--- config.mk ---
export PLATFORM = sky130hd
export DESIGN_NAME = tmer_job_queue
export DESIGN_NICKNAME = d
export VERILOG_FILES = /design/src/hw/rtl/tmer_pkg.sv /design/src/hw/rtl/tmer_job_queue.sv
export SDC_FILE = /design/constraint.sdc
export NUM_CORES = 1
export LEC_CHECK = 0
export BUFFER_PORTS_ARGS = -buffer_cell sky130_fd_sc_hd__buf_2
export CORE_ASPECT_RATIO = 1.4
export CORE_MARGIN = 4
export CORE_UTILIZATION = 45
export DETAILED_ROUTE_END_ITERATION = 8
export HOLD_SLACK_MARGIN = 0.05
export PLACE_DENSITY_LB_ADDON = 0.3
export SLEW_MARGIN = 40
export SYNTH_ARGS = -nofsm -noshare
export SYNTH_HDL_FRONTEND = slang
export SYNTH_SLANG_ARGS = --single-unit
--- constraint.sdc ---
create_clock -name clk -period 1.35 [get_ports clk]
set_input_delay 0.135 -clock clk [delete_from_list [all_inputs] [get_ports clk]]
set_output_delay 0.135 -clock clk [all_outputs]
set_load 0.05 [all_outputs]
--- src/hw/rtl/tmer_pkg.sv ---
// ----------------------------------------------------------------------------
// tmer_pkg: shared types and constants
// Record layout, store sizing, the job descriptor handed from the loader to
// the selection engine, and the selection engine's states.
// ----------------------------------------------------------------------------
package tmer_pkg;

  localparam int MAX_RECORDS = 1024;
  localparam int ADDR_W      = $clog2(MAX_RECORDS);
  localparam int CNT_W       = $clog2(MAX_RECORDS + 1);

  // radius r = factor (Q8.8) * h (Q15.16) is 47 bits; r^2 is 94 bits
  localparam int R_W   = 47;
  localparam int RL_W  = 24;
  localparam int R2_W  = 94;
  // dx^2 + dy^2 with 32-bit magnitudes
  localparam int SQ_W  = 65;

  localparam logic [15:0]      EXCL_RESET = 16'd512;
  localparam logic [CNT_W-1:0] MAX_COUNT  = CNT_W'(MAX_RECORDS);

  typedef struct packed {
    logic [31:0] value;
    logic [31:0] x;
    logic [31:0] y;
    logic [30:0] size;
  } record_t;

  typedef struct packed {
    logic              en;
    logic [ADDR_W-1:0] addr;
    record_t           rec;
  } wr_port_t;

  typedef struct packed {
    logic [CNT_W-1:0] count;
    logic             ovf;
  } job_t;

  typedef enum logic [3:0] {
    B_IDLE,
    B_P1,
    B_FRD,
    B_R0,
    B_R1,
    B_R2,
    B_R3,
    B_R4,
    B_P2RD,
    B_P2DIF,
    B_P2MX,
    B_P2MY,
    B_P2ADD,
    B_P2CMP,
    B_EMIT
  } back_state_t;

endpackage

--- src/hw/rtl/tmer_job_queue.sv ---
// ----------------------------------------------------------------------------
// tmer_job_queue: two-entry job queue
// Hold finished sets between the loader and the selection engine.
// ----------------------------------------------------------------------------
module tmer_job_queue (
  input  logic            clk,
  input  logic            rst,
  input  logic            push,
  input  tmer_pkg::job_t  push_job,
  input  logic            pop,
  output tmer_pkg::job_t  head,
  output logic            not_empty,
  output logic            full
);

  tmer_pkg::job_t slots [2];
  logic           wp;
  logic           rp;
  logic [1:0]     fill;
  logic           push_ok;
  logic           pop_ok;

  assign not_empty = (fill != 2'd0);
  assign full      = (fill == 2'd2);
  assign push_ok   = push & ~full;
  assign pop_ok    = pop & not_empty;
  assign head      = slots[rp];

  always_ff @(posedge clk) begin
    if (push_ok) begin
      slots[wp] <= push_job;
    end
  end

  always_ff @(posedge clk) begin
    if (rst) begin
      wp   <= 1'b0;
      rp   <= 1'b0;
      fill <= 2'd0;
    end else begin
      if (push_ok) begin
        wp <= ~wp;
      end
      if (pop_ok) begin
        rp <= ~rp;
      end
      fill <= fill + 2'(push_ok) - 2'(pop_ok);
    end
  end

endmodule

Yosys cells after proc, flatten, opt, wreduce, memory -nomap -nowiden

Memories as Yosys holds them, arrays and structs flattened. A register that Yosys moved wholly into a read port is not among the register bits.
Index checks and enable logic that the tools add are counted.

Add/subtract/negate cells: 2
Bitwise gates (word level): 5
Equality and inequality tests: 1
Mux-type cells: 4
Reduce and logical (&&, ||, !) cells: 1

Operators by type and width:

| cell               | count |
|---|---|
| $mux 1             | 4 |
| $not 1->1          | 3 |
| $add 2x1->2        | 1 |
| $and 1x1->1        | 2 |
| $eq 2x2->1 const B | 1 |
| $reduce_bool 2->1  | 1 |
| $sub 2x1->2        | 1 |

Memories kept: 1
Logic and storage cells: 17
Flip-flop bits (word level): 4
Input port bits: 16
Output and inout port bits: 14
Memory bits (writable): 24

Memories:

| memory | words | bits a word | read ports | clocked after memory_dff | write ports | line                 | text |
|---|---|---|---|---|---|---|---|
| slots  | 2     | 12          | 1          | 1                        | 1           | tmer_job_queue.sv:16 | `tmer_pkg::job_t slots [2];` |

Logic depth before layout (Yosys ltp)

Depth in word-level cells: 5
Mapped depth: 8

Worst setup path after synthesis

Ideal clock, no wire load.

Path kind: register -> register
From: register fill[0]
To: memory slots[0][0] in the netlist's numbering (enable)
Path buffers: 0
Library setup time: 344 ps
Data required time: 1006 ps
Slack: -193 ps
Data arrival time: 1199 ps
Stages on the path, launching flop included: 5
Cell sequence: dfxtp_1 > nand2b_2 > inv_2 > or3_1 > inv_1

Longest elaborated chain between the ends: 5

Ends and longest elaborated chain:

| item                         | line                 | text |
|---|---|---|
| start: declaration           | tmer_job_queue.sv:19 | `logic [1:0] fill;` |
| start signal: assignment     | tmer_job_queue.sv:47 | `fill <= fill + 2'(push_ok) - 2'(pop_ok);` |
| $eq 2x2->1                   | tmer_job_queue.sv:24 | `assign full = (fill == 2'd2);` |
| net full                     | tmer_job_queue.sv:13 | `output logic full` |
| $not 1->1                    | tmer_job_queue.sv:25 | `assign push_ok = push & ~full;` |
| $and 1x1->1                  | tmer_job_queue.sv:25 |  |
| $mux 1                       | tmer_job_queue.sv:30 | `if (push_ok) begin` |
| $mux 1 (implied by the code) | tmer_job_queue.sv:31 | `slots[wp] <= push_job;` |
| end: declaration             | tmer_job_queue.sv:16 |  |

The timed path passes the listed nets, and every way through them passes these cells.

Final worst setup path

From: register fill[1]
To: register fill[1]

RTL lines:

| item              | line                 | text |
|---|---|---|
| $reduce_bool 2->1 | tmer_job_queue.sv:23 | `assign not_empty = (fill != 2'd0);` |
| $and 1x1->1       | tmer_job_queue.sv:26 | `assign pop_ok = pop & not_empty;` |
| net pop_ok        | tmer_job_queue.sv:21 | `logic pop_ok;` |
| $sub 2x1->2       | tmer_job_queue.sv:47 |  |

The timed path passes the listed nets, and every way through them passes these cells.
A chain may end at the register's enable or synchronous reset.

==> impl_metrics.ini <==
[run_status]
status = finished, violations left
violations = setup timing

[yosys]
synth_cell_types = 20
yosysWarningCount = 0
async_reset_ff_share_pct = 0
syn_area_per_cell_um2 = 17.4
yosys-top-cells-count = edfxtp_1, mux2_1, dfxtp_1
synth_area_um2 = 1100
synth_top_cell_by_area = edfxtp_1
synth_edf_count = 24
netlist.area_leader.share_pct = 65.8
yosysSeqAreaShare_pct = 74.9
yosys-top-cells-area = edfxtp_1, mux2_1, dfxtp_1
synthFlopType = edfxtp_1
postSynthCellCount = 63
synth.most_common_cell = edfxtp_1
synth_nets = 81
ys_ff_latch = 29

[route]
routed-via-count = 722
first_pass_iters = 3
drtIter0Drc = 9
vias_per_cell = 5.08
avgRoutedWirePerCell_um = 16.2
drc = 0
drtAntennaViolNets = 0
wirelength_mm = 2.30

[job]
drv_cap = 0

[grt]
antenna_found_initial = 0
grt_pass1_wl_mm = 3.67
grt_pass1_vias = 816
grt_max_degree = 13
grt_overflow = 0
grtUsageTotal_pct = 16.2

[sta]
slew_headroom_pct = 86.6
fin_tns_setup_ps = -1810
clock.fmax_mhz = 675
finalCritPeriodShare_pct = 110
setup_slack_ps = -130
slew_viol_final = 0
fin_crit_ps = 1480
worst_pin_slew_ps = 199
setup_viol_count_final = 26
rsz0062_at_grt = true
fin_skew_ps = 6.99
hold_viol = 0
hold_ws_ps = 243

[clock_network]
clk_latency_ps = 330
cts_tree = built
numCtsBuffers = 5
htreeDepth = 2
cts_buffer_depth = 2
ctsRootBufferMaster = clkbuf_4
cts.sinks = 29
path_clk_slew_ps = 90

[critical_path]
required_ps = 1580
worstPathArrival_ps = 1710
end_kind = register
start_kind = register
path_max_fanout = 3
worstSetupPathType = reg2reg

[placed_design]
port_buffers = 29
place_congestion = 0.640

[die]
core_um2 = 2250
die_h_um = 66.4
dieArea_um2 = 3300
rows = 20
initial_utilization_pct = 48.7
num_io_pins = 30
die_x_um = 49.7

[power]
p_leak_nw = 0.719
power_density_nw_per_um2 = 1970
power_mw = 3.46
ir_worst_vdd_v = 0.00153

[cells_and_area]
final_nets = 137
syn2layout_area_growth_pct = 60.3
antenna_cells = 0
layout-drive-gt1-share_pct = 60.8

[hold_path]
hp-class = in2reg
## final timing paths
path | from | end | slack, ps | cells past startpoint
setup / recovery | fill[1]$_SDFF_PP0_ | fill[1]$_SDFF_PP0_ | -130 | 7
hold / removal | push | wp$_SDFFE_PP0N_ | 240 | 4
setup reg to reg | fill[1]$_SDFF_PP0_ | fill[1]$_SDFF_PP0_ | -130 | 7
hold reg to reg | rp$_SDFFE_PP0P_ | rp$_SDFFE_PP0P_ | 530 | 2
## per-stage QoR
step / area [µm²] / setup WS (ps) / utilization, % / instances
final: 1760 / -130 / 78.0 / 142
after global routing: 1760 / -165 / 78.0 / 142
after CTS: 1740 / -124 / 77.2 / 142
after detailed placement: 1350 / -125 / 59.9 / 119
after global placement: 1350 / -66.8 / 59.9 / 119
after floorplan: 1140 / -78.9 / - / 63
## per-layer routing
metal	GRT usage, %	wire, µm	share of wire (%)
met1	14.0	778	34
met4	9.34	58	2.5
met3	6.09	114	5.0
met5	0	0	0
met2	30.8	1350	59
## worst max-delay path: stages (launching register included)
cell and delay, ps:
dfxtp_4 370, o21a_4 210, ha_4 260, inv_2 40
ha_4 150, xor2_2 140, xnor2_1 150, nor2_1 50
## power breakdown
part	leakage, nW	total, mW	internal [mW]	switching (mW)
Clock	0.0310	0.498	0.196	0.302
Combinational	0.422	1.76	0.836	0.922
Sequential	0.267	1.21	1.13	0.0733
Total	0.719	3.46	2.16	1.30
## cells by family (layout without fill, tap and decap cells)
group / count (synthesis) / after routing / synth area share (%)
adder cells (fa/ha/maj): 2 / 2 / 2.28
AND/OR/NAND/NOR: 9 / 9 / 4.57
flip-flops: 29 / 29 / 74.9
XOR/XNOR: 3 / 3 / 2.40
AO/OA/AOI/OAI: 3 / 3 / 1.71
multiplexers: 12 / 12 / 12.3
buffers and inverters: 5 / 62 / 1.83
## state kept, by name (all words and copies together) (netlist names), named ones only
name   count
slots     24
fill       2
rp         1
wp         1
## final cells by class
type                            instances  area [µm²]
Sequential cell                        29         827
Fill cell                             137         495
Timing Repair Buffer                   49         453
Multi-Input combinational cell         29         360
Clock buffer                            5        37.5
Tap cell                               22        27.5
Inverter                                4        25.0
Clock inverter                          3        17.5
Timing Repair inverter                  1        8.76
## cell usage in the layout, fill, tap and decap left out, types with 2 or more instances in the layout
cell type,count
buf_4,2
nor2_1,3
ha_4,2
edfxtp_1,24
dfxtp_2,2
buf_2,15
clkinv_2,2
buf_8,5
clkbuf_4,5
dfxtp_1,2
xnor2_1,2
mux2_4,12
buf_6,14
dlygate4sd3_1,13
## timing repair
item / CTS / global route
setup endpoints to repair: 27 / 40
pin swaps: 2 / 0
gates cloned: 2 / 0
gates resized for setup: 57 / 4
hold buffers: 13 / 0
hold endpoints to repair: 29 / 0
buffers inserted: 0 / 0
(Power assumes the default switching activity.)
