File: config.mk
export PLATFORM = sky130hd
export DESIGN_NAME = tmer_front
export DESIGN_NICKNAME = d
export VERILOG_FILES = /design/src/hw/rtl/tmer_pkg.sv /design/src/hw/rtl/tmer_front.sv
export SDC_FILE = /design/constraint.sdc
export NUM_CORES = 1
export LEC_CHECK = 0
export BUFFER_PORTS_ARGS = -buffer_cell sky130_fd_sc_hd__buf_2
export CORE_AREA = 2 2 110 112
export CTS_CLUSTER_DIAMETER = 80
export CTS_CLUSTER_SIZE = 30
export DETAILED_ROUTE_END_ITERATION = 8
export DIE_AREA = 0 0 112 114
export GPL_TIMING_DRIVEN = 0
export SYNTH_ARGS = -nofsm -noshare
export SYNTH_HDL_FRONTEND = slang
export SYNTH_SLANG_ARGS = --single-unit
File: constraint.sdc
create_clock -name clk -period 2.66 [get_ports clk]
set_clock_uncertainty 0.1 [all_clocks]
set_input_delay 0.133 -clock clk [delete_from_list [all_inputs] [get_ports clk]]
set_output_delay 0.133 -clock clk [all_outputs]
set_load 0.01 [all_outputs]
File: src/hw/rtl/tmer_pkg.sv
// ----------------------------------------------------------------------------
// tmer_pkg: shared types and constants
// Record layout, store sizing, the job descriptor handed from the loader to
// the selection engine, and the selection engine's states.
// ----------------------------------------------------------------------------
package tmer_pkg;

  localparam int MAX_RECORDS = 1024;
  localparam int ADDR_W      = $clog2(MAX_RECORDS);
  localparam int CNT_W       = $clog2(MAX_RECORDS + 1);

  // radius r = factor (Q8.8) * h (Q15.16) is 47 bits; r^2 is 94 bits
  localparam int R_W   = 47;
  localparam int RL_W  = 24;
  localparam int R2_W  = 94;
  // dx^2 + dy^2 with 32-bit magnitudes
  localparam int SQ_W  = 65;

  localparam logic [15:0]      EXCL_RESET = 16'd512;
  localparam logic [CNT_W-1:0] MAX_COUNT  = CNT_W'(MAX_RECORDS);

  typedef struct packed {
    logic [31:0] value;
    logic [31:0] x;
    logic [31:0] y;
    logic [30:0] size;
  } record_t;

  typedef struct packed {
    logic              en;
    logic [ADDR_W-1:0] addr;
    record_t           rec;
  } wr_port_t;

  typedef struct packed {
    logic [CNT_W-1:0] count;
    logic             ovf;
  } job_t;

  typedef enum logic [3:0] {
    B_IDLE,
    B_P1,
    B_FRD,
    B_R0,
    B_R1,
    B_R2,
    B_R3,
    B_R4,
    B_P2RD,
    B_P2DIF,
    B_P2MX,
    B_P2MY,
    B_P2ADD,
    B_P2CMP,
    B_EMIT
  } back_state_t;

endpackage

File: src/hw/rtl/tmer_front.sv
// ----------------------------------------------------------------------------
// tmer_front: record loader
// Accept records, write them to the record store, count them, and post one
// job per set when the last record arrives.
// ----------------------------------------------------------------------------
module tmer_front (
  input  logic                clk,
  input  logic                rst,
  input  logic                in_valid,
  output logic                in_ready,
  input  logic signed [31:0]  candidate_value,
  input  logic signed [31:0]  candidate_x,
  input  logic signed [31:0]  candidate_y,
  input  logic [30:0]         candidate_size,
  input  logic                is_last,
  input  logic                hold,
  output tmer_pkg::wr_port_t  wr,
  output logic                push,
  output tmer_pkg::job_t      push_job
);

  logic [tmer_pkg::CNT_W-1:0] count;
  logic                       ovf;
  logic                       accept;
  logic                       stored;

  assign in_ready = ~hold;
  assign accept   = in_valid & in_ready;
  assign stored   = (count != tmer_pkg::MAX_COUNT);

  assign wr.en        = accept & stored;
  assign wr.addr      = count[tmer_pkg::ADDR_W-1:0];
  assign wr.rec.value = candidate_value;
  assign wr.rec.x     = candidate_x;
  assign wr.rec.y     = candidate_y;
  assign wr.rec.size  = candidate_size;

  assign push           = accept & is_last;
  assign push_job.count = stored ? count + tmer_pkg::CNT_W'(1) : count;
  assign push_job.ovf   = ovf | ~stored;

  always_ff @(posedge clk) begin
    if (rst) begin
      count <= '0;
      ovf   <= 1'b0;
    end else if (accept) begin
      if (is_last) begin
        count <= '0;
        ovf   <= 1'b0;
      end else if (stored) begin
        count <= count + tmer_pkg::CNT_W'(1);
      end else begin
        ovf <= 1'b1;
      end
    end
  end

endmodule

# After elaboration in Yosys (flattened, before gate mapping)
# Index checks and enable logic that the tools add are counted.
[op_classes]
eq_ne = 2
n_reduce_logical = 1
n_bitwise = 6
add_sub_neg = 1
mux = 4
[ops]
columns = ["operator", "count"]
rows = [
  ["$mux W11", 2],
  ["$add A11 B1 Y11 const B", 1],
  ["$ne A11 B11 Y1 const B", 1],
  ["$and A1 B1 Y1", 3],
  ["$mux W1", 2],
  ["$ne A2 B2 Y1 const B", 1],
  ["$not A1 Y1", 2],
  ["$reduce_and A2 Y1", 1],
  ["$or A1 B1 Y1", 1],
]
[word_totals]
output_inout_bits = 152
inputBits = 132
regBits = 12

# Depth between registers and ports, before layout
# Gate-level depths: netlist (run 1).
[depth]
word_depth = 3
mapped_depth = 6
depth_no_buf = 6

# Least setup slack after synthesis (run 1)
# No wires, ideal clock.
[synth_timing]
path_type = "register -> register"
from = "register count[0] in the netlist's numbering"
to = "register count[9] in the netlist's numbering"
arrival_time_ps = 1783
stages_incl_launch_ff = 7
synth_period_minus_slack_ps = 1957
n_path_buf = 0
setup_slack_ps = 703
path_cell_list = "dfxtp_1 inv_1 ha_1 nor4b_2 a31oi_1 or4b_1 a31oi_1"
[synth_between]
elab_chain_cells = 3
[synth_lines]
columns = ["item", "line", "text"]
rows = [
  ["start: declaration", "tmer_front.sv:22", "logic [tmer_pkg::CNT_W-1:0] count;"],
  ["start signal: assignment", "tmer_front.sv:51", "count <= count + tmer_pkg::CNT_W'(1);"],
  ["$add A11 B1 Y11 / $ne A11 B11 Y1 (equally long branches)", "tmer_front.sv:51, tmer_front.sv:29", ""],
  ["$mux W11 *", "tmer_front.sv:50", "end else if (stored) begin"],
  ["$mux W11 *", "tmer_front.sv:47", "if (is_last) begin"],
]
# Every way passes the cells marked *; elsewhere a longest branch is shown, timed or not.
# A chain may end at the register's enable or synchronous reset.

==> results.yml, run 1 <==
pwr:
  peakVddDrop_mv: 0.163
  power.leakage_nw: 1.67
  power_density_mw_per_mm2: 284
synthesis:
  syn_inst: 248
  synth_warn: 0
  proportion_of_synthesized_chip_area_in_sequential_cells_pct: 12.8
  post_synth_num_cell_types: 37
  ys_seq_elements: 12
  postSynthAreaPerCell_um2: 7.57
  yosys_most_used_dff: "sky130_fd_sc_hd__dfxtp_1"
  synth_enable_flop_cells: 0
  syn_area_mm2: 0.00188
  async_flop_share_pct: 0
  synthesis.nets: 382
placement:
  place.detailed.hpwl_um: 5810
  place.gp.congestion: 0.820
  place.port_buffers: 155
min_path:
  hp-class: "input port to flop"
grt:
  grt_use_total_pct: 8.82
  grt_antenna_before_repair: 0
  number_of_global_route_vias_before_repair: 1792
  most_crowded_layer_after_global_routing: "met2"
  use_met2_pct: 18.1
  grt_pass1_wl_um: 8920
  gr-usage-met1_pct: 8.73
  gr-total-overflow: 0
  grt_util_met3_pct: 2.02
  grt_start_max_net_pins: 11
timing:
  worst_pin_slew_ps: 762
  layout_min_cycle_time_ps: 2310
  tns_ps: 0
  timing.final.max_slew_violations: 0
  rsz0062_at_grt: "no"
  fmax_ghz: 0.433
  report.final.setup_viol: 0
  post-route-period-util_pct: 86.8
  finalHoldViolations: 0
  slew_margin_rel_pct: 48.7
final_layout:
  diodes: 0
  p_r_area_growth_vs_syn_pct: 55.9
  post_layout_nets: 542
  layout-drive-gt1-share_pct: 75.9
  final_cell_utilization_of_the_core_pct: 25.0
detailed_routing:
  via_per_inst: 3.72
  drt-wirelength-per-cell_um: 11.7
  routed-via-count: 2059
  final_antenna_net_count: 0
  initialDrtViolationCount: 36
  routed_wl_um: 6470
  drt_drc_violations_left: 0
  router_iterations_before_antenna_repair: 4
worst_setup_path:
  timing_worst_setup_path_type: "flop to output port"
  critical_path_required_ps: 2430
  worst-path-max-fanout: 8
  critical_path.startpoint_type: "flop"
  endpoint_kind: "output port"
  critical_path_arrival_ps: 2080
clock_tree:
  ctsRootBufferMaster: "sky130_fd_sc_hd__clkbuf_16"
  hold_buffers: 0
  clock_insertion_delay_worst_skew_ps: 240
  postCtsSetupBuffers: 0
  cts-resized-gates: 0
  numCtsBuffers: 3
  cts_htree_levels: 1
  ctsLongestPathBuffers: 2
  tritoncts: "done"
  cts.clk_slew.worst_paths_ps: 50
  cts.sinks: 12
floorplanning:
  dieHeight_um: 114
  boundaryPins: 284
  fp.dieArea_mm2: 0.0128
  starting_utilization_of_the_core_area_pct: 16.0
  dieWidth_um: 112
  rows: 40
  placeableCoreArea_mm2: 0.0117
flow_run:
  drv_cap: 0
status:
  run_status: "complete, no violations"
synth_stat cells, types with 2 or more instances:
cell type | instances | area, um^2
sky130_fd_sc_hd__dfxtp_1 | 12 | 240
sky130_fd_sc_hd__nand2_1 | 9 | 33.8
sky130_fd_sc_hd__xnor2_1 | 6 | 52.6
sky130_fd_sc_hd__nand4_1 | 2 | 12.5
sky130_fd_sc_hd__nand3_1 | 9 | 45.0
sky130_fd_sc_hd__a31oi_1 | 5 | 31.3
sky130_fd_sc_hd__buf_2 | 5 | 25.0
sky130_fd_sc_hd__a21oi_1 | 4 | 20.0
sky130_fd_sc_hd__nor3_1 | 7 | 35.0
sky130_fd_sc_hd__nand2b_1 | 2 | 12.5
sky130_fd_sc_hd__xor2_1 | 3 | 26.3
sky130_fd_sc_hd__buf_4 | 138 | 1040
sky130_fd_sc_hd__nor2_1 | 7 | 26.3
sky130_fd_sc_hd__inv_1 | 5 | 18.8
sky130_fd_sc_hd__nor2b_1 | 3 | 18.8
sky130_fd_sc_hd__o21ai_0 | 6 | 30.0
sky130_fd_sc_hd__clkbuf_1 | 3 | 11.3
sky130_fd_sc_hd__ha_1 | 2 | 25.0
sky130_fd_sc_hd__a32o_1 | 2 | 20.0
cell families after synthesis:
group,count (synthesis),share of synthesized area (%)
adders and majority gates,2,1.33
buffers and inverters,151,58.1
muxes,1,0.533
xor gates and xnor gates,9,4.20
AOI/OAI and AO/OA,21,7.27
DFF,12,12.8
and+or+nand+nor,52,15.7
metal layers:
metal | vias to the layer above | share of wire [%]
met4 | 0 | 0.77
met1 | 925 | 31
met2 | 139 | 58
met3 | 4 | 9.8
met5 | - | 0
li1 | 991 | -
sequential cells by signal (all words and copies together) (netlist names):
signal and cells:
ovf 1, count 11
final timing paths:
path | start | endpoint | slack (ps) | cells after the start
worst min-delay path | rst | count[5] | 150 | 3
worst max register to register | count[0] | count[9] | 380 | 6
worst max-delay path | count[2] | push_job[1] | 350 | 5
worst min register to register | ovf | ovf | 440 | 2
worst max-delay path: stages (launching register included):
cell and delay (ps):
sky130_fd_sc_hd__dfxtp_1 300, sky130_fd_sc_hd__buf_2 160, sky130_fd_sc_hd__nor4_1 680, sky130_fd_sc_hd__nand3_1 310, sky130_fd_sc_hd__xnor2_1 220, sky130_fd_sc_hd__buf_2 160
stage by stage:
step	area [um^2]	power [mW]	hold WS (ps)	cells	worst slack (ps)
after global routing	2930	0.867	173	554	185
final	2930	0.830	150	554	350
after CTS	2930	0.842	149	554	388
after global placement	2840	0.523	351	550	423
after detailed placement	2840	0.525	350	550	418
after floorplan	1880	0.406	210	248	703
area by class of cell:
cell class	instances	area, um^2
plain buffers	146	1070
clock buffers	4	88.8
repair buffers	155	776
flip-flops and latches	12	240
well taps	147	184
multi-input cells	85	546
fillers	1348	8790
inverters	5	18.8
report_power, final:
part / internal [mW] / switching (mW) / leakage, nW
clock network: 0.228 / 0.0866 / 0.0442
registers: 0.181 / 0.00164 / 0.0967
logic: 0.195 / 0.138 / 1.53
cells in the final DEF (no fill, tap or decap), types with 3 or more instances in the layout:
cell type	count
sky130_fd_sc_hd__clkbuf_1	3
sky130_fd_sc_hd__buf_2	160
sky130_fd_sc_hd__o21ai_0	6
sky130_fd_sc_hd__nand2_1	9
sky130_fd_sc_hd__clkbuf_16	3
sky130_fd_sc_hd__xor2_1	3
sky130_fd_sc_hd__dfxtp_1	12
sky130_fd_sc_hd__nor2b_1	3
sky130_fd_sc_hd__buf_4	138
sky130_fd_sc_hd__xnor2_1	6
sky130_fd_sc_hd__a31oi_1	5
sky130_fd_sc_hd__inv_1	5
sky130_fd_sc_hd__nor3_1	7
sky130_fd_sc_hd__a21oi_1	4
sky130_fd_sc_hd__nor2_1	7
sky130_fd_sc_hd__nand3_1	9
No activity file was read; power rests on OpenSTA's default activity.
==> run 2, diff against run 1 <==
--- a/config.mk
+++ b/config.mk
@@ -12,6 +12,7 @@
 export DETAILED_ROUTE_END_ITERATION = 8
 export DIE_AREA = 0 0 112 114
 export GPL_TIMING_DRIVEN = 0
+export REMOVE_ABC_BUFFERS = 1
 export SYNTH_ARGS = -nofsm -noshare
 export SYNTH_HDL_FRONTEND = slang
 export SYNTH_SLANG_ARGS = --single-unit
==> run 2 against run 1 <==
Compared with the run above:
- setup slack worse by 120 ps
- via count down 38%
- sequential power about the same
- register-to-register slack got worse by 20 ps
- critical path type unchanged
==> results.yml, run 2 (synthesis gave the netlist of run 1 again) <==
timing:
  rsz0062_at_grt: "no"
  tns_ps: 0
  report.final.setup_viol: 0
  fin_hold_ws_ps: 136
  slew_margin_rel_pct: 48.2
  fmax_ghz: 0.411
  post-route-period-util_pct: 91.5
  finalHoldViolations: 0
  timing.final.max_slew_violations: 0
  worst_pin_slew_ps: 770
  layout_min_cycle_time_ps: 2430
final_layout:
  p_r_area_growth_vs_syn_pct: -34.7
  largest_reg_flops: 11
  max_flop_register: "count"
  post_layout_nets: 270
  final_cell_mix: "sky130_fd_sc_hd__buf_2, sky130_fd_sc_hd__dfxtp_1, sky130_fd_sc_hd__nand2_1, sky130_fd_sc_hd__nand3_1"
  final_cell_utilization_of_the_core_pct: 10.5
  layout_commonest_cell: "sky130_fd_sc_hd__buf_2"
  layout-drive-gt1-share_pct: 29.6
  final-instance-count-excl-fill: 283
  fillCellCount: 1369
  ff_latch_area_um2: 240
  multi_input_area_um2: 546
  largest_registers: "count (11), ovf (1)"
detailed_routing:
  final_antenna_net_count: 0
  initialDrtViolationCount: 92
  drt-wirelength-per-cell_um: 70.3
  drt_drc_violations_left: 0
  via_per_inst: 4.52
  router_iterations_before_antenna_repair: 4
  routed_wl_um: 19900
  routed-via-count: 1278
status:
  run_status: "complete, no violations"
floorplanning:
  boundaryPins: 284
  fp.dieArea_mm2: 0.0128
  starting_utilization_of_the_core_area_pct: 16.0
  placeableCoreArea_mm2: 0.0117
  dieHeight_um: 114
  rows: 40
  dieWidth_um: 112
clock_tree:
  numCtsBuffers: 3
  cts.sinks: 12
  postCtsSetupBuffers: 0
  cts.clk_slew.worst_paths_ps: 50
  hold_buffers: 0
  ctsLongestPathBuffers: 2
  cts-resized-gates: 0
  tritoncts: "done"
  clock_insertion_delay_worst_skew_ps: 260
  cts_htree_levels: 1
  ctsRootBufferMaster: "sky130_fd_sc_hd__clkbuf_16"
min_path:
  holdPathStages: 2
  holdCritStartpoint: "rst"
  hp-class: "input port to flop"
worst_setup_path:
  worst-path-max-fanout: 7
  timing.rr.start: "count[0]"
  critical_path_required_ps: 2430
  crit_start: "count[9]"
  critical_path_arrival_ps: 2200
  endpoint_kind: "output port"
  worstRegToRegCells: 6
  critical_path.startpoint_type: "flop"
  timing_worst_setup_path_type: "flop to output port"
grt:
  grt_use_total_pct: 30.0
  grt_start_max_net_pins: 15
  grt_pass1_wl_um: 22600
  grt_antenna_before_repair: 1
  number_of_global_route_vias_before_repair: 1158
  gr-total-overflow: 0
flow_run:
  drv_cap: 0
placement:
  place_inst: 278
  place.detailed.hpwl_um: 18900
  place.port_buffers: 29
  place.gp.congestion: 1.08
pwr:
  peakVddDrop_mv: 0.174
  power.leakage_nw: 0.470
  finalPower_uw: 552
  power_density_mw_per_mm2: 451
-- run 2: cell types whose count changed in the layout (fill, tap and decap cells not counted), sizes merged --
cell	before	now
buf	298	29
clkbuf	7	4
diode	0	1
-- run 2: per-layer routing --
metal  global-route usage, %  wire length, um
met5                    9.41              131
met4                    20.3             1520
met3                    39.1             5530
met2                    58.6            11000
met1                    7.12             1740
-- run 2: area by class of cell --
type | instances | share of cell area [%]
Antenna cell | 1 | 0.204
Clock buffer | 4 | 7.25
Inverter | 5 | 1.53
Multi-Input combinational cell | 85 | 44.5
Sequential cell | 12 | 19.6
Tap cell | 147 | 15.0
Timing Repair Buffer | 29 | 11.8
-- run 2: worst paths after layout --
check,end,slack [ps]
worst min register to register,ovf,440
worst max register to register,count[9],360
worst min-delay path,count[3],140
worst max-delay path,push_job[2],230
-- run 2: critical path, cell delays in order, from the launching register on --
cell                      delay [ps]
sky130_fd_sc_hd__dfxtp_1         390
sky130_fd_sc_hd__nor4_1          720
sky130_fd_sc_hd__nand3_1         330
sky130_fd_sc_hd__o21ai_0         320
sky130_fd_sc_hd__buf_2           190
-- run 2: through the flow --
stage                     worst slack (ps)  cell area [um^2]
final                                  227              1220
after global routing                   112              1220
after CTS                              293              1220
after detailed placement               417              1130
after global placement                 419              1130
after floorplan                        616               805
-- run 2: power breakdown --
group	internal [mW]	leakage (nW)	switching, mW
logic	0.0125	0.330	0.0266
clock network	0.229	0.0442	0.101
registers	0.181	0.0967	0.00158
==> run 3, diff against run 2 <==
--- a/config.mk
+++ b/config.mk
@@ -5,6 +5,7 @@
 export SDC_FILE = /design/constraint.sdc
 export NUM_CORES = 1
 export LEC_CHECK = 0
+export ABC_AREA = 1
 export BUFFER_PORTS_ARGS = -buffer_cell sky130_fd_sc_hd__buf_2
 export CORE_AREA = 2 2 110 112
 export CTS_CLUSTER_DIAMETER = 80
==> run 3 against run 2 <==
Compared with the run above:
- setup slack improved by 530 ps
- first-iteration DRC count decreased by 5.4%
- area after synthesis decreased by 0.27%
- critical path depth unchanged
- fmax increased by 28%
- final area decreased by 0.51%
- die area unchanged
- non-clock buffer count unchanged
- worst hold slack improved by 8.2 ps
- via count decreased by 3.1%
- highest routed layer unchanged
==> results.yml, run 3 <==
clock_tree:
  hold_buffers: 0
  ctsLongestPathBuffers: 2
  postCtsSetupBuffers: 0
  cts_htree_levels: 1
  numCtsBuffers: 3
  cts.sinks: 12
  ctsRootBufferMaster: "sky130_fd_sc_hd__clkbuf_16"
  clock_insertion_delay_worst_skew_ps: 240
  cts-resized-gates: 0
  tritoncts: "done"
  cts.clk_slew.worst_paths_ps: 40
detailed_routing:
  routed_wl_um: 19300
  final_antenna_net_count: 0
  drt-wirelength-per-cell_um: 64.3
  via_per_inst: 4.13
  routed-via-count: 1238
  drt_drc_violations_left: 0
  initialDrtViolationCount: 87
  router_iterations_before_antenna_repair: 4
final_layout:
  post_layout_nets: 289
  layout_commonest_cell: "sky130_fd_sc_hd__nand2_1"
  multi_input_area_um2: 529
  final-instance-count-excl-fill: 300
  largest_registers: "count (11), ovf (1)"
  largest_reg_flops: 11
  postLayoutCellArea_mm2: 0.00122
  max_flop_register: "count"
  p_r_area_growth_vs_syn_pct: -34.9
  final_cell_mix: "sky130_fd_sc_hd__nand2_1, sky130_fd_sc_hd__buf_2, sky130_fd_sc_hd__a21oi_1, sky130_fd_sc_hd__dfxtp_1"
  final_cell_utilization_of_the_core_pct: 10.4
  layout-drive-gt1-share_pct: 29.4
  fillCellCount: 1395
  ff_latch_area_um2: 240
  diodes: 0
timing:
  report.final.setup_viol: 0
  worst_pin_slew_ps: 978
  final.setup.worst_slack_ps: 752
  post-route-period-util_pct: 71.7
  tns_ps: 0
  finalHoldViolations: 0
  fmax_ghz: 0.524
  rsz0062_at_grt: "no"
  fin_hold_ws_ps: 144
  layout_min_cycle_time_ps: 1910
  slew_margin_rel_pct: 34.5
  timing.final.max_slew_violations: 0
placement:
  place.port_buffers: 29
  place_inst: 297
  place.detailed.hpwl_um: 18600
  post_dp_cell_area_mm2: 0.00114
  pre_cts_slack_ps: 665
  place.gp.congestion: 1.09
pwr:
  power_density_mw_per_mm2: 403
  finalPower_uw: 491
  power.leakage_nw: 0.500
  peakVddDrop_mv: 0.168
worst_setup_path:
  timing_worst_setup_path_type: "flop to output port"
  critical_path.startpoint_type: "flop"
  critical-path-top-delay-family: "simple AND/OR/NAND/NOR gates"
  crit_path_max_incr_delay_ps: 530
  slowest_stage: "sky130_fd_sc_hd__nor3_1"
  critical_path_required_ps: 2430
  critical_path_depth: 4
  critical_path_arrival_ps: 1670
  endpoint_kind: "output port"
  worst-path-max-fanout: 7
  timing.critical_path.buf_inv: 1
  crit_path_cell_trace: "nor3_1 -> nand3_1 -> and2_1 -> buf_2"
  worstRegToRegCells: 6
floorplanning:
  rows: 40
  fp.dieArea_mm2: 0.0128
  boundaryPins: 284
  placeableCoreArea_mm2: 0.0117
  dieHeight_um: 114
  dieWidth_um: 112
  starting_utilization_of_the_core_area_pct: 16.0
synthesis:
  yosysTopAreaCell: "sky130_fd_sc_hd__buf_4"
  syn_inst: 263
  synth_enable_flop_cells: 0
  netlist_top_cells_count: "sky130_fd_sc_hd__buf_4, sky130_fd_sc_hd__nand2_1, sky130_fd_sc_hd__a21oi_1, sky130_fd_sc_hd__dfxtp_1"
  ys_seq_elements: 12
  yosys_most_used_dff: "sky130_fd_sc_hd__dfxtp_1"
  async_flop_share_pct: 0
  post_synth_num_cell_types: 25
  synth.most_common_cell: "sky130_fd_sc_hd__buf_4"
  synth.top_cell.area_share_pct: 54.9
  syn_area_mm2: 0.00187
  synth_top_cells_by_area: "sky130_fd_sc_hd__buf_4, sky130_fd_sc_hd__dfxtp_1, sky130_fd_sc_hd__nand2_1"
  synth_warn: 0
  postSynthAreaPerCell_um2: 7.12
  proportion_of_synthesized_chip_area_in_sequential_cells_pct: 12.8
grt:
  gr-total-overflow: 0
  grt_start_max_net_pins: 16
  grt_pass1_wl_um: 21900
  number_of_global_route_vias_before_repair: 1129
  grt_use_total_pct: 29.1
  grt_antenna_before_repair: 0
flow_run:
  drv_cap: 0
min_path:
  holdPathStages: 2
  hp-class: "input port to flop"
status:
  run_status: "complete, no violations"
-- run 3: routing by layer --
metal / share of wire [%] / routed length (um) / GRT usage, % / vias to the layer above
li1: - / - / - / 453
met2: 53 / 10300 / 56.2 / 259
met5: 0.27 / 53 / 3.14 / -
met1: 9.2 / 1770 / 7.09 / 463
met4: 9.5 / 1830 / 20.7 / 2
met3: 28 / 5340 / 38.8 / 61
-- run 3: final cells by class --
type	instances	area share (%)
well taps	147	15.1
repair buffers	29	11.9
multi-input cells	97	43.4
inverters	12	3.70
flip-flops and latches	12	19.7
clock buffers	3	6.16
-- run 3: kinds of logic after synthesis --
kind of cell,count (synthesis),share of synthesized area (%)
compound gates,17,5.41
simple gates,73,18.0
fa+ha+maj,2,1.34
xor+xnor,5,3.54
buf+inv,154,58.9
flops,12,12.8
-- run 3: worst reg2reg max path, stage by stage, from the launching register on --
cell                      delay [ps]
sky130_fd_sc_hd__dfxtp_1         410
sky130_fd_sc_hd__ha_1            250
sky130_fd_sc_hd__nand2_2         110
sky130_fd_sc_hd__nor2_4          190
sky130_fd_sc_hd__xor2_2          180
sky130_fd_sc_hd__nand2_1          70
sky130_fd_sc_hd__a21oi_1         160
-- run 3: path summary, 6_finish.rpt --
path	slack, ps	endpoint	from
setup / recovery	750	push_job[2]	count[9]
hold / removal	140	count[5]	rst
setup reg to reg	1120	count[6]	count[0]
hold reg to reg	390	ovf	ovf
-- run 3: power by group --
| group | internal (mW) | total, mW | switching (mW) |
|---|---|---|---|
| Combinational | 0.0101 | 0.0312 | 0.0211 |
| Sequential | 0.181 | 0.183 | 0.00129 |
| Clock | 0.196 | 0.277 | 0.0811 |
